`src/hw/rtl/pwi_pkg.sv`:
```
// shared types, constants and control word layout for the windowed-integral pid block
`default_nettype none

package pwi_pkg;

  localparam int unsigned WINDOW_DEF = 10;

  localparam int unsigned VAL_W      = 16;
  localparam int unsigned WS_W       = 20;
  localparam int unsigned DER_W      = 17;
  localparam int unsigned GAIN_W     = 32;
  localparam int unsigned INIT_W     = 16;
  localparam int unsigned ALPHA_W    = 16;
  localparam int unsigned FRAC_SHIFT = 12;
  localparam int unsigned CFG_IDX_W  = 3;
  localparam int unsigned CFG_DATA_W = 20;
  localparam int unsigned PC_W       = 4;

  localparam int unsigned MA_W       = 34;
  localparam int unsigned MB_W       = 21;
  localparam int unsigned PROD_W     = MA_W + MB_W;
  localparam int unsigned AE_W       = 33;
  localparam int unsigned ACC_W      = 56;
  localparam int unsigned DRV_SHIFT  = 24;
  localparam int unsigned TUNE_SHIFT = 8;

  typedef enum logic [CFG_IDX_W-1:0] {
    CFG_KP    = 3'd0,
    CFG_KI    = 3'd1,
    CFG_KD    = 3'd2,
    CFG_PREV  = 3'd3,
    CFG_WSUM  = 3'd4,
    CFG_DERIV = 3'd5,
    CFG_STEP  = 3'd6
  } cfg_reg_e;

  typedef enum logic [2:0] {
    A_GAIN_P = 3'd0,
    A_GAIN_I = 3'd1,
    A_GAIN_D = 3'd2,
    A_ALPHA  = 3'd3,
    A_AE     = 3'd4
  } a_sel_e;

  typedef enum logic [1:0] {
    B_LAST  = 2'd0,
    B_SUM   = 2'd1,
    B_DERIV = 2'd2,
    B_VALUE = 2'd3
  } b_sel_e;

  typedef enum logic [1:0] {
    ACC_HOLD = 2'd0,
    ACC_LOAD = 2'd1,
    ACC_ADD  = 2'd2
  } acc_op_e;

  typedef enum logic [1:0] {
    GW_NONE = 2'd0,
    GW_P    = 2'd1,
    GW_I    = 2'd2,
    GW_D    = 2'd3
  } gain_wr_e;

  typedef enum logic [1:0] {
    JMP_NEXT   = 2'd0,
    JMP_MODE   = 2'd1,
    JMP_ALWAYS = 2'd2
  } jmp_e;

  typedef struct packed {
    a_sel_e          a_sel;
    b_sel_e          b_sel;
    logic            mul_en;
    logic            ae_ld;
    acc_op_e         acc_op;
    gain_wr_e        gain_wr;
    logic            win_rd;
    logic            win_upd;
    logic            out_ld;
    jmp_e            jmp;
    logic [PC_W-1:0] target;
    logic            fin;
  } ctrl_t;

  typedef struct packed {
    logic                    mode;
    logic signed [VAL_W-1:0] value;
  } in_item_t;

  typedef struct packed {
    logic signed [VAL_W-1:0] drive;
    logic                    saturated;
  } out_item_t;

  typedef struct packed {
    logic [CFG_IDX_W-1:0]  index;
    logic [CFG_DATA_W-1:0] wdata;
  } cfg_item_t;

  typedef struct packed {
    logic                  en;
    logic [CFG_IDX_W-1:0]  index;
    logic [CFG_DATA_W-1:0] wdata;
  } cfg_wr_t;

endpackage

`default_nettype wire

```
`src/hw/rtl/pwi_chan_if.sv`:
```
// valid/ready channel interface carrying one payload per transaction
`default_nettype none

interface pwi_chan_if #(
  parameter type T = logic
);
  logic valid;
  logic ready;
  T     data;

  modport source (output valid, output data, input ready);
  modport sink   (input valid, input data, output ready);
endinterface

`default_nettype wire

```
`src/hw/rtl/pid_windowed_integral_sgd.sv`:
```
// pid controller with sliding-window integral and gradient-descent gain tuning
//
// channels: in_i takes one item per transaction (mode, value); out_o returns
// exactly one result (drive, saturated) for each item; cfg_i writes the
// initial-value and step-size registers by index, always ready, and is to be
// used only while the block is idle, which the block itself does not enforce.
// an index past the last register is ignored. a microcoded sequencer steps
// a single shared multiplier and accumulator. an error sample (mode 0) runs
// seven microcode steps: read, window update, the three gain products, sum
// and drive; a tuning step (mode 1) runs eleven: read, alpha, three tuning
// products, the last gain write, then the three gain products, sum and drive.
// one item is worked at a time: the next is taken once the result is registered.
// the result register holds a result while the receiver stalls; the next item
// runs up to its final step and waits there until that result is taken.
// reset: gains, step size and all terms go to zero, the window reads as
// empty and its sum as zero; no clearing pass is needed.
`default_nettype none

module pid_windowed_integral_sgd import pwi_pkg::*; #(
  parameter int unsigned WINDOW = WINDOW_DEF
) (
  input  logic      clk_i,
  input  logic      rst_ni,
  pwi_chan_if.sink   in_i,
  pwi_chan_if.source out_o,
  pwi_chan_if.sink   cfg_i
);

  ctrl_t                   ctrl;
  cfg_wr_t                 cfg_wr;
  logic                    busy;
  logic                    in_acc;
  logic                    mode_q;
  logic signed [VAL_W-1:0] value_q;
  logic signed [VAL_W-1:0] last_error;
  logic signed [WS_W-1:0]  window_sum;
  logic signed [DER_W-1:0] derivative;
  logic signed [VAL_W-1:0] drive;
  logic                    saturated;
  logic                    out_valid_q;
  out_item_t               out_q;

  assign in_i.ready  = !busy;
  assign in_acc      = in_i.valid && in_i.ready;
  assign cfg_i.ready = 1'b1;

  assign cfg_wr.en    = cfg_i.valid && cfg_i.ready;
  assign cfg_wr.index = cfg_i.data.index;
  assign cfg_wr.wdata = cfg_i.data.wdata;

  always_ff @(posedge clk_i) begin
    if (in_acc) begin
      mode_q  <= in_i.data.mode;
      value_q <= in_i.data.value;
    end
    if (ctrl.out_ld) begin
      out_q.drive     <= drive;
      out_q.saturated <= saturated;
    end
  end

  always_ff @(posedge clk_i or negedge rst_ni) begin
    if (!rst_ni) begin
      out_valid_q <= 1'b0;
    end else if (ctrl.out_ld) begin
      out_valid_q <= 1'b1;
    end else if (out_o.ready) begin
      out_valid_q <= 1'b0;
    end
  end

  assign out_o.valid = out_valid_q;
  assign out_o.data  = out_q;

  pwi_sequencer u_seq (
    .clk_i      (clk_i),
    .rst_ni     (rst_ni),
    .start_i    (in_acc),
    .mode_i     (mode_q),
    .out_busy_i (out_valid_q && !out_o.ready),
    .busy_o     (busy),
    .ctrl_o     (ctrl)
  );

  pwi_window #(
    .WINDOW (WINDOW)
  ) u_window (
    .clk_i        (clk_i),
    .rst_ni       (rst_ni),
    .ctrl_i       (ctrl),
    .cfg_i        (cfg_wr),
    .value_i      (value_q),
    .last_error_o (last_error),
    .window_sum_o (window_sum),
    .derivative_o (derivative)
  );

  pwi_datapath u_dp (
    .clk_i        (clk_i),
    .rst_ni       (rst_ni),
    .ctrl_i       (ctrl),
    .cfg_i        (cfg_wr),
    .value_i      (value_q),
    .last_error_i (last_error),
    .window_sum_i (window_sum),
    .derivative_i (derivative),
    .drive_o      (drive),
    .saturated_o  (saturated)
  );

`ifndef SYNTHESIS
  a_no_result_overwrite: assert property (@(posedge clk_i) disable iff (!rst_ni)
    ctrl.out_ld |-> !(out_valid_q && !out_o.ready))
    else $error("result register overwritten while stalled");

  a_accept_starts_work: assert property (@(posedge clk_i) disable iff (!rst_ni)
    in_acc |=> busy)
    else $error("accepted transaction did not start the sequencer");

  a_valid_from_load: assert property (@(posedge clk_i) disable iff (!rst_ni)
    $rose(out_valid_q) |-> $past(ctrl.out_ld))
    else $error("result valid without a load step");
`endif

endmodule

`default_nettype wire

```
`src/hw/rtl/pwi_sequencer.sv`:
```
// microcode sequencer: step counter, control store and conditional jumps
`default_nettype none

module pwi_sequencer import pwi_pkg::*; (
  input  logic  clk_i,
  input  logic  rst_ni,
  input  logic  start_i,
  input  logic  mode_i,
  input  logic  out_busy_i,
  output logic  busy_o,
  output ctrl_t ctrl_o
);

  localparam logic [PC_W-1:0] PC_READ    = 4'd0;
  localparam logic [PC_W-1:0] PC_UPDATE  = 4'd1;
  localparam logic [PC_W-1:0] PC_MUL_P   = 4'd2;
  localparam logic [PC_W-1:0] PC_MUL_I   = 4'd3;
  localparam logic [PC_W-1:0] PC_MUL_D   = 4'd4;
  localparam logic [PC_W-1:0] PC_SUM     = 4'd5;
  localparam logic [PC_W-1:0] PC_DRIVE   = 4'd6;
  localparam logic [PC_W-1:0] PC_ALPHA   = 4'd7;
  localparam logic [PC_W-1:0] PC_TUNE_P  = 4'd8;
  localparam logic [PC_W-1:0] PC_TUNE_I  = 4'd9;
  localparam logic [PC_W-1:0] PC_TUNE_D  = 4'd10;
  localparam logic [PC_W-1:0] PC_TUNE_WR = 4'd11;

  function automatic ctrl_t ucode(input logic [PC_W-1:0] pc);
    ctrl_t w;
    w = '0;
    case (pc)
      PC_READ: begin
        w.win_rd = 1'b1;
        w.jmp    = JMP_MODE;
        w.target = PC_ALPHA;
      end
      PC_UPDATE: begin
        w.win_upd = 1'b1;
      end
      PC_MUL_P: begin
        w.a_sel  = A_GAIN_P;
        w.b_sel  = B_LAST;
        w.mul_en = 1'b1;
      end
      PC_MUL_I: begin
        w.a_sel  = A_GAIN_I;
        w.b_sel  = B_SUM;
        w.mul_en = 1'b1;
        w.acc_op = ACC_LOAD;
      end
      PC_MUL_D: begin
        w.a_sel  = A_GAIN_D;
        w.b_sel  = B_DERIV;
        w.mul_en = 1'b1;
        w.acc_op = ACC_ADD;
      end
      PC_SUM: begin
        w.acc_op = ACC_ADD;
      end
      PC_DRIVE: begin
        w.out_ld = 1'b1;
        w.fin    = 1'b1;
      end
      PC_ALPHA: begin
        w.a_sel = A_ALPHA;
        w.b_sel = B_VALUE;
        w.ae_ld = 1'b1;
      end
      PC_TUNE_P: begin
        w.a_sel  = A_AE;
        w.b_sel  = B_LAST;
        w.mul_en = 1'b1;
      end
      PC_TUNE_I: begin
        w.a_sel   = A_AE;
        w.b_sel   = B_SUM;
        w.mul_en  = 1'b1;
        w.gain_wr = GW_P;
      end
      PC_TUNE_D: begin
        w.a_sel   = A_AE;
        w.b_sel   = B_DERIV;
        w.mul_en  = 1'b1;
        w.gain_wr = GW_I;
      end
      PC_TUNE_WR: begin
        w.gain_wr = GW_D;
        w.jmp     = JMP_ALWAYS;
        w.target  = PC_MUL_P;
      end
      default: begin
        w.fin = 1'b1;
      end
    endcase
    return w;
  endfunction

  logic [PC_W-1:0] pc_q, pc_d;
  logic            busy_q, busy_d;
  ctrl_t           word;
  logic            stall;

  assign word   = ucode(pc_q);
  assign stall  = word.out_ld && out_busy_i;
  assign ctrl_o = (busy_q && !stall) ? word : ctrl_t'('0);
  assign busy_o = busy_q;

  always_comb begin
    pc_d   = pc_q;
    busy_d = busy_q;
    if (!busy_q) begin
      if (start_i) begin
        busy_d = 1'b1;
        pc_d   = PC_READ;
      end
    end else if (!stall) begin
      if (word.fin) begin
        busy_d = 1'b0;
        pc_d   = PC_READ;
      end else if (word.jmp == JMP_ALWAYS || (word.jmp == JMP_MODE && mode_i)) begin
        pc_d = word.target;
      end else begin
        pc_d = pc_q + PC_W'(1);
      end
    end
  end

  always_ff @(posedge clk_i or negedge rst_ni) begin
    if (!rst_ni) begin
      pc_q   <= PC_READ;
      busy_q <= 1'b0;
    end else begin
      pc_q   <= pc_d;
      busy_q <= busy_d;
    end
  end

endmodule

`default_nettype wire

```
`src/hw/rtl/pwi_window.sv`:
```
// error window memory, running window sum, derivative and previous error
`default_nettype none

module pwi_window import pwi_pkg::*; #(
  parameter int unsigned WINDOW = WINDOW_DEF
) (
  input  logic                    clk_i,
  input  logic                    rst_ni,
  input  ctrl_t                   ctrl_i,
  input  cfg_wr_t                 cfg_i,
  input  logic signed [VAL_W-1:0] value_i,
  output logic signed [VAL_W-1:0] last_error_o,
  output logic signed [WS_W-1:0]  window_sum_o,
  output logic signed [DER_W-1:0] derivative_o
);

  localparam int unsigned SLOT_W = (WINDOW > 1) ? $clog2(WINDOW) : 1;
  localparam int unsigned SUM_W  = VAL_W + SLOT_W;
  localparam int unsigned CMP_W  = (SUM_W > WS_W) ? SUM_W : WS_W;
  localparam logic [SLOT_W-1:0] SLOT_LAST = SLOT_W'(WINDOW - 1);

  logic signed [VAL_W-1:0] mem_q [WINDOW];
  logic signed [VAL_W-1:0] rd_q;
  logic [SLOT_W-1:0]       slot_q;
  logic                    full_q;
  logic signed [SUM_W-1:0] raw_q, raw_d;
  logic signed [VAL_W-1:0] last_q;
  logic signed [WS_W-1:0]  wsum_q, wsum_clip;
  logic signed [DER_W-1:0] deriv_q;
  logic signed [VAL_W-1:0] old_val;
  logic signed [CMP_W-1:0] raw_ext;
  logic                    fits;

  always_ff @(posedge clk_i) begin
    if (ctrl_i.win_rd) begin
      rd_q <= mem_q[slot_q];
    end
    if (ctrl_i.win_upd) begin
      mem_q[slot_q] <= value_i;
    end
  end

  // slots are filled in order, so an entry is unwritten until the first wrap
  assign old_val = full_q ? rd_q : '0;
  assign raw_d   = raw_q + SUM_W'(value_i) - SUM_W'(old_val);
  assign raw_ext = CMP_W'(raw_d);
  assign fits    = (raw_ext[CMP_W-1:WS_W-1] == '0) || (raw_ext[CMP_W-1:WS_W-1] == '1);

  always_comb begin
    if (fits) begin
      wsum_clip = raw_ext[WS_W-1:0];
    end else if (raw_ext[CMP_W-1]) begin
      wsum_clip = {1'b1, {(WS_W-1){1'b0}}};
    end else begin
      wsum_clip = {1'b0, {(WS_W-1){1'b1}}};
    end
  end

  always_ff @(posedge clk_i or negedge rst_ni) begin
    if (!rst_ni) begin
      slot_q  <= '0;
      full_q  <= 1'b0;
      raw_q   <= '0;
      last_q  <= '0;
      wsum_q  <= '0;
      deriv_q <= '0;
    end else if (ctrl_i.win_upd) begin
      slot_q  <= (slot_q == SLOT_LAST) ? '0 : slot_q + SLOT_W'(1);
      full_q  <= full_q || (slot_q == SLOT_LAST);
      raw_q   <= raw_d;
      wsum_q  <= wsum_clip;
      deriv_q <= DER_W'(value_i) - DER_W'(last_q);
      last_q  <= value_i;
    end else if (cfg_i.en) begin
      case (cfg_i.index)
        CFG_PREV:  last_q  <= cfg_i.wdata[VAL_W-1:0];
        CFG_WSUM:  wsum_q  <= cfg_i.wdata[WS_W-1:0];
        CFG_DERIV: deriv_q <= cfg_i.wdata[DER_W-1:0];
        default: ;
      endcase
    end
  end

  assign last_error_o = last_q;
  assign window_sum_o = wsum_q;
  assign derivative_o = deriv_q;

endmodule

`default_nettype wire

```
`src/hw/rtl/pwi_datapath.sv`:
```
// gains, shared multiplier, accumulator, gain update and drive rounding
`default_nettype none

module pwi_datapath import pwi_pkg::*; (
  input  logic                    clk_i,
  input  logic                    rst_ni,
  input  ctrl_t                   ctrl_i,
  input  cfg_wr_t                 cfg_i,
  input  logic signed [VAL_W-1:0] value_i,
  input  logic signed [VAL_W-1:0] last_error_i,
  input  logic signed [WS_W-1:0]  window_sum_i,
  input  logic signed [DER_W-1:0] derivative_i,
  output logic signed [VAL_W-1:0] drive_o,
  output logic                    saturated_o
);

  localparam int unsigned GS_W  = PROD_W + 1;
  localparam int unsigned RND_W = ACC_W - DRV_SHIFT;
  localparam int unsigned NEG_W = RND_W + 1;
  localparam logic signed [ACC_W-1:0]  DRV_HALF  = ACC_W'(1) << (DRV_SHIFT - 1);
  localparam logic signed [PROD_W-1:0] TUNE_HALF = PROD_W'(1) << (TUNE_SHIFT - 1);

  logic signed [GAIN_W-1:0] gain_p_q, gain_i_q, gain_d_q;
  logic [ALPHA_W-1:0]       alpha_q;
  logic signed [AE_W-1:0]   ae_q;
  logic signed [PROD_W-1:0] prod_q;
  logic signed [ACC_W-1:0]  acc_q;

  logic signed [MA_W-1:0]   mul_a;
  logic signed [MB_W-1:0]   mul_b;
  logic signed [PROD_W-1:0] mult;
  logic signed [PROD_W-1:0] delta;
  logic signed [GAIN_W-1:0] gain_sel, gain_new, gain_cfg;
  logic signed [GS_W-1:0]   gain_sum;
  logic signed [ACC_W-1:0]  acc_rnd;
  logic signed [NEG_W-1:0]  neg_drive;
  logic                     drv_fits;

  always_comb begin
    case (ctrl_i.a_sel)
      A_GAIN_P: mul_a = MA_W'(gain_p_q);
      A_GAIN_I: mul_a = MA_W'(gain_i_q);
      A_GAIN_D: mul_a = MA_W'(gain_d_q);
      A_ALPHA:  mul_a = MA_W'($signed({1'b0, alpha_q}));
      A_AE:     mul_a = MA_W'(ae_q);
      default:  mul_a = '0;
    endcase
    case (ctrl_i.b_sel)
      B_LAST:  mul_b = MB_W'(last_error_i);
      B_SUM:   mul_b = MB_W'(window_sum_i);
      B_DERIV: mul_b = MB_W'(derivative_i);
      B_VALUE: mul_b = MB_W'(value_i);
      default: mul_b = '0;
    endcase
  end

  assign mult = mul_a * mul_b;

  // gain update: round the product to q8.24 and saturate the new gain
  assign delta = (prod_q + TUNE_HALF) >>> TUNE_SHIFT;

  always_comb begin
    case (ctrl_i.gain_wr)
      GW_P:    gain_sel = gain_p_q;
      GW_I:    gain_sel = gain_i_q;
      GW_D:    gain_sel = gain_d_q;
      default: gain_sel = '0;
    endcase
  end

  assign gain_sum = GS_W'(gain_sel) + GS_W'(delta);

  always_comb begin
    if ((gain_sum[GS_W-1:GAIN_W-1] == '0) || (gain_sum[GS_W-1:GAIN_W-1] == '1)) begin
      gain_new = gain_sum[GAIN_W-1:0];
    end else if (gain_sum[GS_W-1]) begin
      gain_new = {1'b1, {(GAIN_W-1){1'b0}}};
    end else begin
      gain_new = {1'b0, {(GAIN_W-1){1'b1}}};
    end
  end

  assign gain_cfg = GAIN_W'($signed({cfg_i.wdata[INIT_W-1:0], {FRAC_SHIFT{1'b0}}}));

  always_ff @(posedge clk_i) begin
    if (ctrl_i.mul_en) begin
      prod_q <= mult;
    end
    if (ctrl_i.ae_ld) begin
      ae_q <= mult[AE_W-1:0];
    end
    case (ctrl_i.acc_op)
      ACC_LOAD: acc_q <= ACC_W'(prod_q);
      ACC_ADD:  acc_q <= acc_q + ACC_W'(prod_q);
      default: ;
    endcase
  end

  always_ff @(posedge clk_i or negedge rst_ni) begin
    if (!rst_ni) begin
      gain_p_q <= '0;
      gain_i_q <= '0;
      gain_d_q <= '0;
      alpha_q  <= '0;
    end else if (ctrl_i.gain_wr != GW_NONE) begin
      case (ctrl_i.gain_wr)
        GW_P:    gain_p_q <= gain_new;
        GW_I:    gain_i_q <= gain_new;
        GW_D:    gain_d_q <= gain_new;
        default: ;
      endcase
    end else if (cfg_i.en) begin
      case (cfg_i.index)
        CFG_KP:   gain_p_q <= gain_cfg;
        CFG_KI:   gain_i_q <= gain_cfg;
        CFG_KD:   gain_d_q <= gain_cfg;
        CFG_STEP: alpha_q  <= cfg_i.wdata[ALPHA_W-1:0];
        default: ;
      endcase
    end
  end

  // drive = -round(acc / 2^24), clipped to 16 bits
  assign acc_rnd   = acc_q + DRV_HALF;
  assign neg_drive = -NEG_W'($signed(acc_rnd[ACC_W-1:DRV_SHIFT]));
  assign drv_fits  = (neg_drive[NEG_W-1:VAL_W-1] == '0) || (neg_drive[NEG_W-1:VAL_W-1] == '1);

  always_comb begin
    saturated_o = !drv_fits;
    if (drv_fits) begin
      drive_o = neg_drive[VAL_W-1:0];
    end else if (neg_drive[NEG_W-1]) begin
      drive_o = {1'b1, {(VAL_W-1){1'b0}}};
    end else begin
      drive_o = {1'b0, {(VAL_W-1){1'b1}}};
    end
  end

endmodule

`default_nettype wire

```
`src/flat_wrapper.sv`:
```
// flat-port wrapper written by rule: the top's interface ports become plain ports
module pid_windowed_integral_sgd_flat import pwi_pkg::*;
#(
  parameter int unsigned WINDOW = WINDOW_DEF
)
  (clk_i, rst_ni, in_i_valid, in_i_data, in_i_ready, out_o_valid, out_o_data, out_o_ready, cfg_i_valid, cfg_i_data, cfg_i_ready);
  pwi_chan_if #(.T(in_item_t)) in_i_i ();
  pwi_chan_if #(.T(out_item_t)) out_o_i ();
  pwi_chan_if #(.T(cfg_item_t)) cfg_i_i ();
  input  logic clk_i;
  input  logic rst_ni;
  input wire logic [$bits(in_i_i.valid)-1:0] in_i_valid;
  input wire logic [$bits(in_i_i.data)-1:0] in_i_data;
  output wire logic [$bits(in_i_i.ready)-1:0] in_i_ready;
  output wire logic [$bits(out_o_i.valid)-1:0] out_o_valid;
  output wire logic [$bits(out_o_i.data)-1:0] out_o_data;
  input wire logic [$bits(out_o_i.ready)-1:0] out_o_ready;
  input wire logic [$bits(cfg_i_i.valid)-1:0] cfg_i_valid;
  input wire logic [$bits(cfg_i_i.data)-1:0] cfg_i_data;
  output wire logic [$bits(cfg_i_i.ready)-1:0] cfg_i_ready;
  assign in_i_i.valid = in_i_valid;
  assign in_i_i.data = in_i_data;
  assign in_i_ready = in_i_i.ready;
  assign out_o_valid = out_o_i.valid;
  assign out_o_data = out_o_i.data;
  assign out_o_i.ready = out_o_ready;
  assign cfg_i_i.valid = cfg_i_valid;
  assign cfg_i_i.data = cfg_i_data;
  assign cfg_i_ready = cfg_i_i.ready;
  pid_windowed_integral_sgd #(.WINDOW(WINDOW)) u_core (.clk_i(clk_i), .rst_ni(rst_ni), .in_i(in_i_i), .out_o(out_o_i), .cfg_i(cfg_i_i));
endmodule
```
`config.mk`:
```
export PLATFORM = sky130hd
export DESIGN_NAME = pid_windowed_integral_sgd_flat
export DESIGN_NICKNAME = d
export VERILOG_FILES = /design/src/hw/rtl/pwi_pkg.sv /design/src/hw/rtl/pwi_chan_if.sv /design/src/hw/rtl/pid_windowed_integral_sgd.sv /design/src/hw/rtl/pwi_sequencer.sv /design/src/hw/rtl/pwi_window.sv /design/src/hw/rtl/pwi_datapath.sv /design/src/flat_wrapper.sv
export SDC_FILE = /design/constraint.sdc
export NUM_CORES = 2
export LEC_CHECK = 0
export ABC_AREA = 1
export BUFFER_PORTS_ARGS = -buffer_cell sky130_fd_sc_hd__buf_2
export CORE_UTILIZATION = 45
export DETAILED_ROUTE_END_ITERATION = 12
export HOLD_SLACK_MARGIN = 0.12
export SLEW_MARGIN = 25
export SYNTH_ARGS = -nofsm -noshare
export SYNTH_HDL_FRONTEND = slang
export SYNTH_SLANG_ARGS = --single-unit
```
`constraint.sdc`:
```
create_clock -name clk_i -period 11.05 [get_ports clk_i]
set_input_delay 0 -clock clk_i [delete_from_list [all_inputs] [get_ports clk_i]]
set_output_delay 0 -clock clk_i [all_outputs]
set_load 0.1 [all_outputs]
```
==> results.toml <==
[outcome]
status = "finished with violations"
violations = "design-rule violations"

[global_routing]
grt_overflow = 0
use_met1 = 0.4108
grt_pass1_vias = 52040
grt_start_max_net_pins = 71
grt_usage = 0.3039
globalRouteMet3Util = 0.05400
antenna_found_initial = 3
busiest_layer = "met2"
grt_pass1_wl_um = 314700
met2_usage = 0.4809

[die]
core_um2 = 133800
rows = 134
initial_utilization = 0.4550
fp.dieW_um = 369.8
dieArea_um2 = 136700
ioPinCount = 65
fp.dieH_um = 369.8

[worst_setup_path]
crit_arrival_ps = 10660
end_kind = "flip-flop"
critPathMaxFanout = 28
critPathMaxStageDelay_ps = 740
cp-start-kind = "flip-flop"
critPathKind = "reg -> reg"
cp_common_cell = "nand2_1"
worstPathRequired_ps = 11430
worst_path_max_delay_cell = "inv_2"

[timing]
finalMaxSlewViolations = 0
fin_skew_ps = 34.02
fin_ws_ps = 774.6
tightest_slew_ps = 969.2
final.setup.tns_ps = 0
slew_headroom = 0.3539
setup-violations-final = 0
period_share = 0.9299
fmax_mhz = 97.32
fin_crit_ps = 10280
rsz0062_at_grt = "no"
hold_viol = 0

[synth]
netlist_instances = 7691
synth_seq_cells = 550
synth_ff_type = "edfxtp_1"
synthAdderAreaFrac = 0.2932
syn-cell-area_um2 = 60870
synth.area.mux_share = 0.0003700
synth_compound_area_frac = 0.08588
synthXorXnorAreaFrac = 0.02789
synth_area_leaders = "fa_1 (24%), edfxtp_1 (17%), nand2_1 (12%), inv_1 (10%), dfrtp_1 (8.1%)"
synth_nets = 8733
synth-warning-count = 0
synth_top_area_share = 0.2355
synth_top_family_by_area = "adder cells"
synth-edff-count = 354
synthSimpleGateAreaFrac = 0.2195
synth_seq_area_share = 0.2552
synth.avg_cell_area_um2 = 7.915
yosysTopAreaCell = "fa_1"
ys_types = 63
ys_async_sr_fraction = 0.3564

[run]
drv_cap = 0

[placed_design]
dpl.hpwl_um = 161600
portBuffers = 63
dpl_worst_slack_ps = 963.2
globalplace.congestion = 1.001

[cts]
cts.sink_count = 550
clk_latency_ps = 660
htreeDepth = 3
numCtsBuffers = 67
cts_tree = "built"
cts-root-buf = "clkbuf_16"
clock_tree.buffer_depth = 3
clkTransAtPathRegs_ps = 60

[cells_and_area]
fillers = 12940
synthToLayoutAreaGrowth_pct = 9.546
drive_gt1_frac = 0.05889
layout.nets = 8866

[detailed_routing]
vias = 51720
drt-initial-drc-count = 4802
drt_first_pass_iters = 11
vias_per_cell = 5.361
wl_um = 205200
drc = 8
drt-wirelength-per-cell_um = 21.27
final_antenna_net_count = 0

[worst_hold_path]
hp-class = "in -> reg"
-- flip-flops by register name, indices dropped and copies added, names as in the netlist, 4 cells and up --
signal,cells
u_core.u_window.derivative_o,17
u_core.u_dp.gain_i_q,32
u_core.u_dp.gain_d_q,32
u_core.u_window.window_sum_o,20
u_core.out_o.data,17
u_core.u_window.last_error_o,16
u_core.u_dp.gain_p_q,32
u_core.u_window.mem_q,160
u_core.u_dp.acc_q,56
u_core.u_seq.pc_q,4
u_core.u_window.slot_q,4
u_core.value_q,16
u_core.u_window.raw_q,20
u_core.u_window.rd_q,16
u_core.u_dp.prod_q,55
u_core.u_dp.ae_q,33
u_core.u_dp.alpha_q,16
-- cells by family (layout without fill, tap and decap cells) --
| kind of cell | Yosys count | in the layout |
|---|---|---|
| compound gates | 837 | 837 |
| xor+xnor | 193 | 193 |
| fa+ha+maj | 997 | 997 |
| buf+inv | 1870 | 2058 |
| flops | 550 | 550 |
| mux | 2 | 2 |
| other cells | 1 | 2 |
| simple gates | 3241 | 3241 |
-- cells in the final DEF, fill, tap and decap left out, types with 42 or more instances in the layout --
cell type	instances
o221ai_1	42
xnor2_1	76
buf_4	116
dlygate4sd3_1	94
nand2_1	1892
ha_1	281
inv_1	1617
nand4_1	47
a21oi_1	250
fa_1	716
nor3_1	64
buf_2	62
edfxtp_1	354
clkbuf_16	69
nor2_1	783
nand3_1	278
o21ai_0	239
dfrtp_1	195
xor2_1	116
a31oi_1	100
-- synth_stat cells (all sizes together) (17+ instances only) --
cell / number
buf: 96
or2: 22
ha: 281
nand3: 285
inv: 1651
a31oi: 101
o21ai: 250
o211ai: 30
nand2: 1913
o21a: 19
edfxtp: 354
a21oi: 256
nor2: 824
a22oi: 32
nor4: 34
clkbuf: 115
a221oi: 24
fa: 716
xor2: 117
nor3: 74
o221ai: 42
xnor2: 76
dfrtp: 196
nand4: 47
a22o: 17
-- critical path: cells and delay by family (launching register included) --
family	cells	cell delay, ps
flip-flops	1	420
AND/OR/NAND/NOR	16	3350
buffers and inverters	7	1430
adder cells (fa/ha/maj)	9	4190
XOR/XNOR	1	70
AO/OA/AOI/OAI	2	510
-- per-stage QoR --
step	cells	utilization	hold WS [ps]	area, um^2
after floorplan	7691	-	-295.6	60870
after global placement	9427	0.4743	31.19	63460
after detailed placement	9428	0.4744	35.90	63470
after CTS	9647	0.4983	125.3	66670
after global routing	9647	0.4984	178.5	66680
final	9648	0.4984	155.2	66680
-- routing by layer --
layer  part of all wire  up-vias  wire, um
li1                   -    24090         -
met1               0.43    25250     87330
met2               0.45     1982     92410
met3              0.076      396     15670
met4              0.048        4      9766
met5            0.00011        -        22
-- area by class of cell --
class / count / area, um^2 / area share
diodes: 1 / 2.502 / 0.00003753
clock buffers: 80 / 1798 / 0.02696
clock inverters: 44 / 432.9 / 0.006492
inverters: 1659 / 6227 / 0.09339
multi-input cells: 5271 / 38300 / 0.5743
flip-flops and latches: 550 / 15540 / 0.2330
well taps: 1768 / 2212 / 0.03317
repair buffers: 275 / 2175 / 0.03261
-- timing repair --
action	CTS	global route
hold buffers	95	0
endpoints found under the setup margin	0	0
endpoints found under the hold margin	255	0
gates resized for setup	0	0
setup buffers	0	0
-- final timing paths --
| kind | startpoint | endpoint | slack (ps) | cells after the start |
|---|---|---|---|---|
| min in group asynchronous | rst_ni | u_core.u_window.full_q | 500 | 4 |
| setup / recovery | u_core.u_seq.pc_q[0] | u_core.u_dp.prod_q[42] | 770 | 35 |
| max in group asynchronous | rst_ni | u_core.u_dp.gain_d_q[28] | 8790 | 5 |
| hold / removal | cfg_i_data[22] | u_core.u_dp.gain_i_q[14] | 160 | 7 |
| hold reg to reg | u_core.u_dp.gain_d_q[13] | u_core.u_dp.gain_d_q[13] | 480 | 2 |
| setup reg to reg | u_core.u_seq.pc_q[0] | u_core.u_dp.prod_q[42] | 770 | 35 |
Power is not shown: default switching activity piles up to over one toggle a cycle in this logic, so the estimate is an artifact.
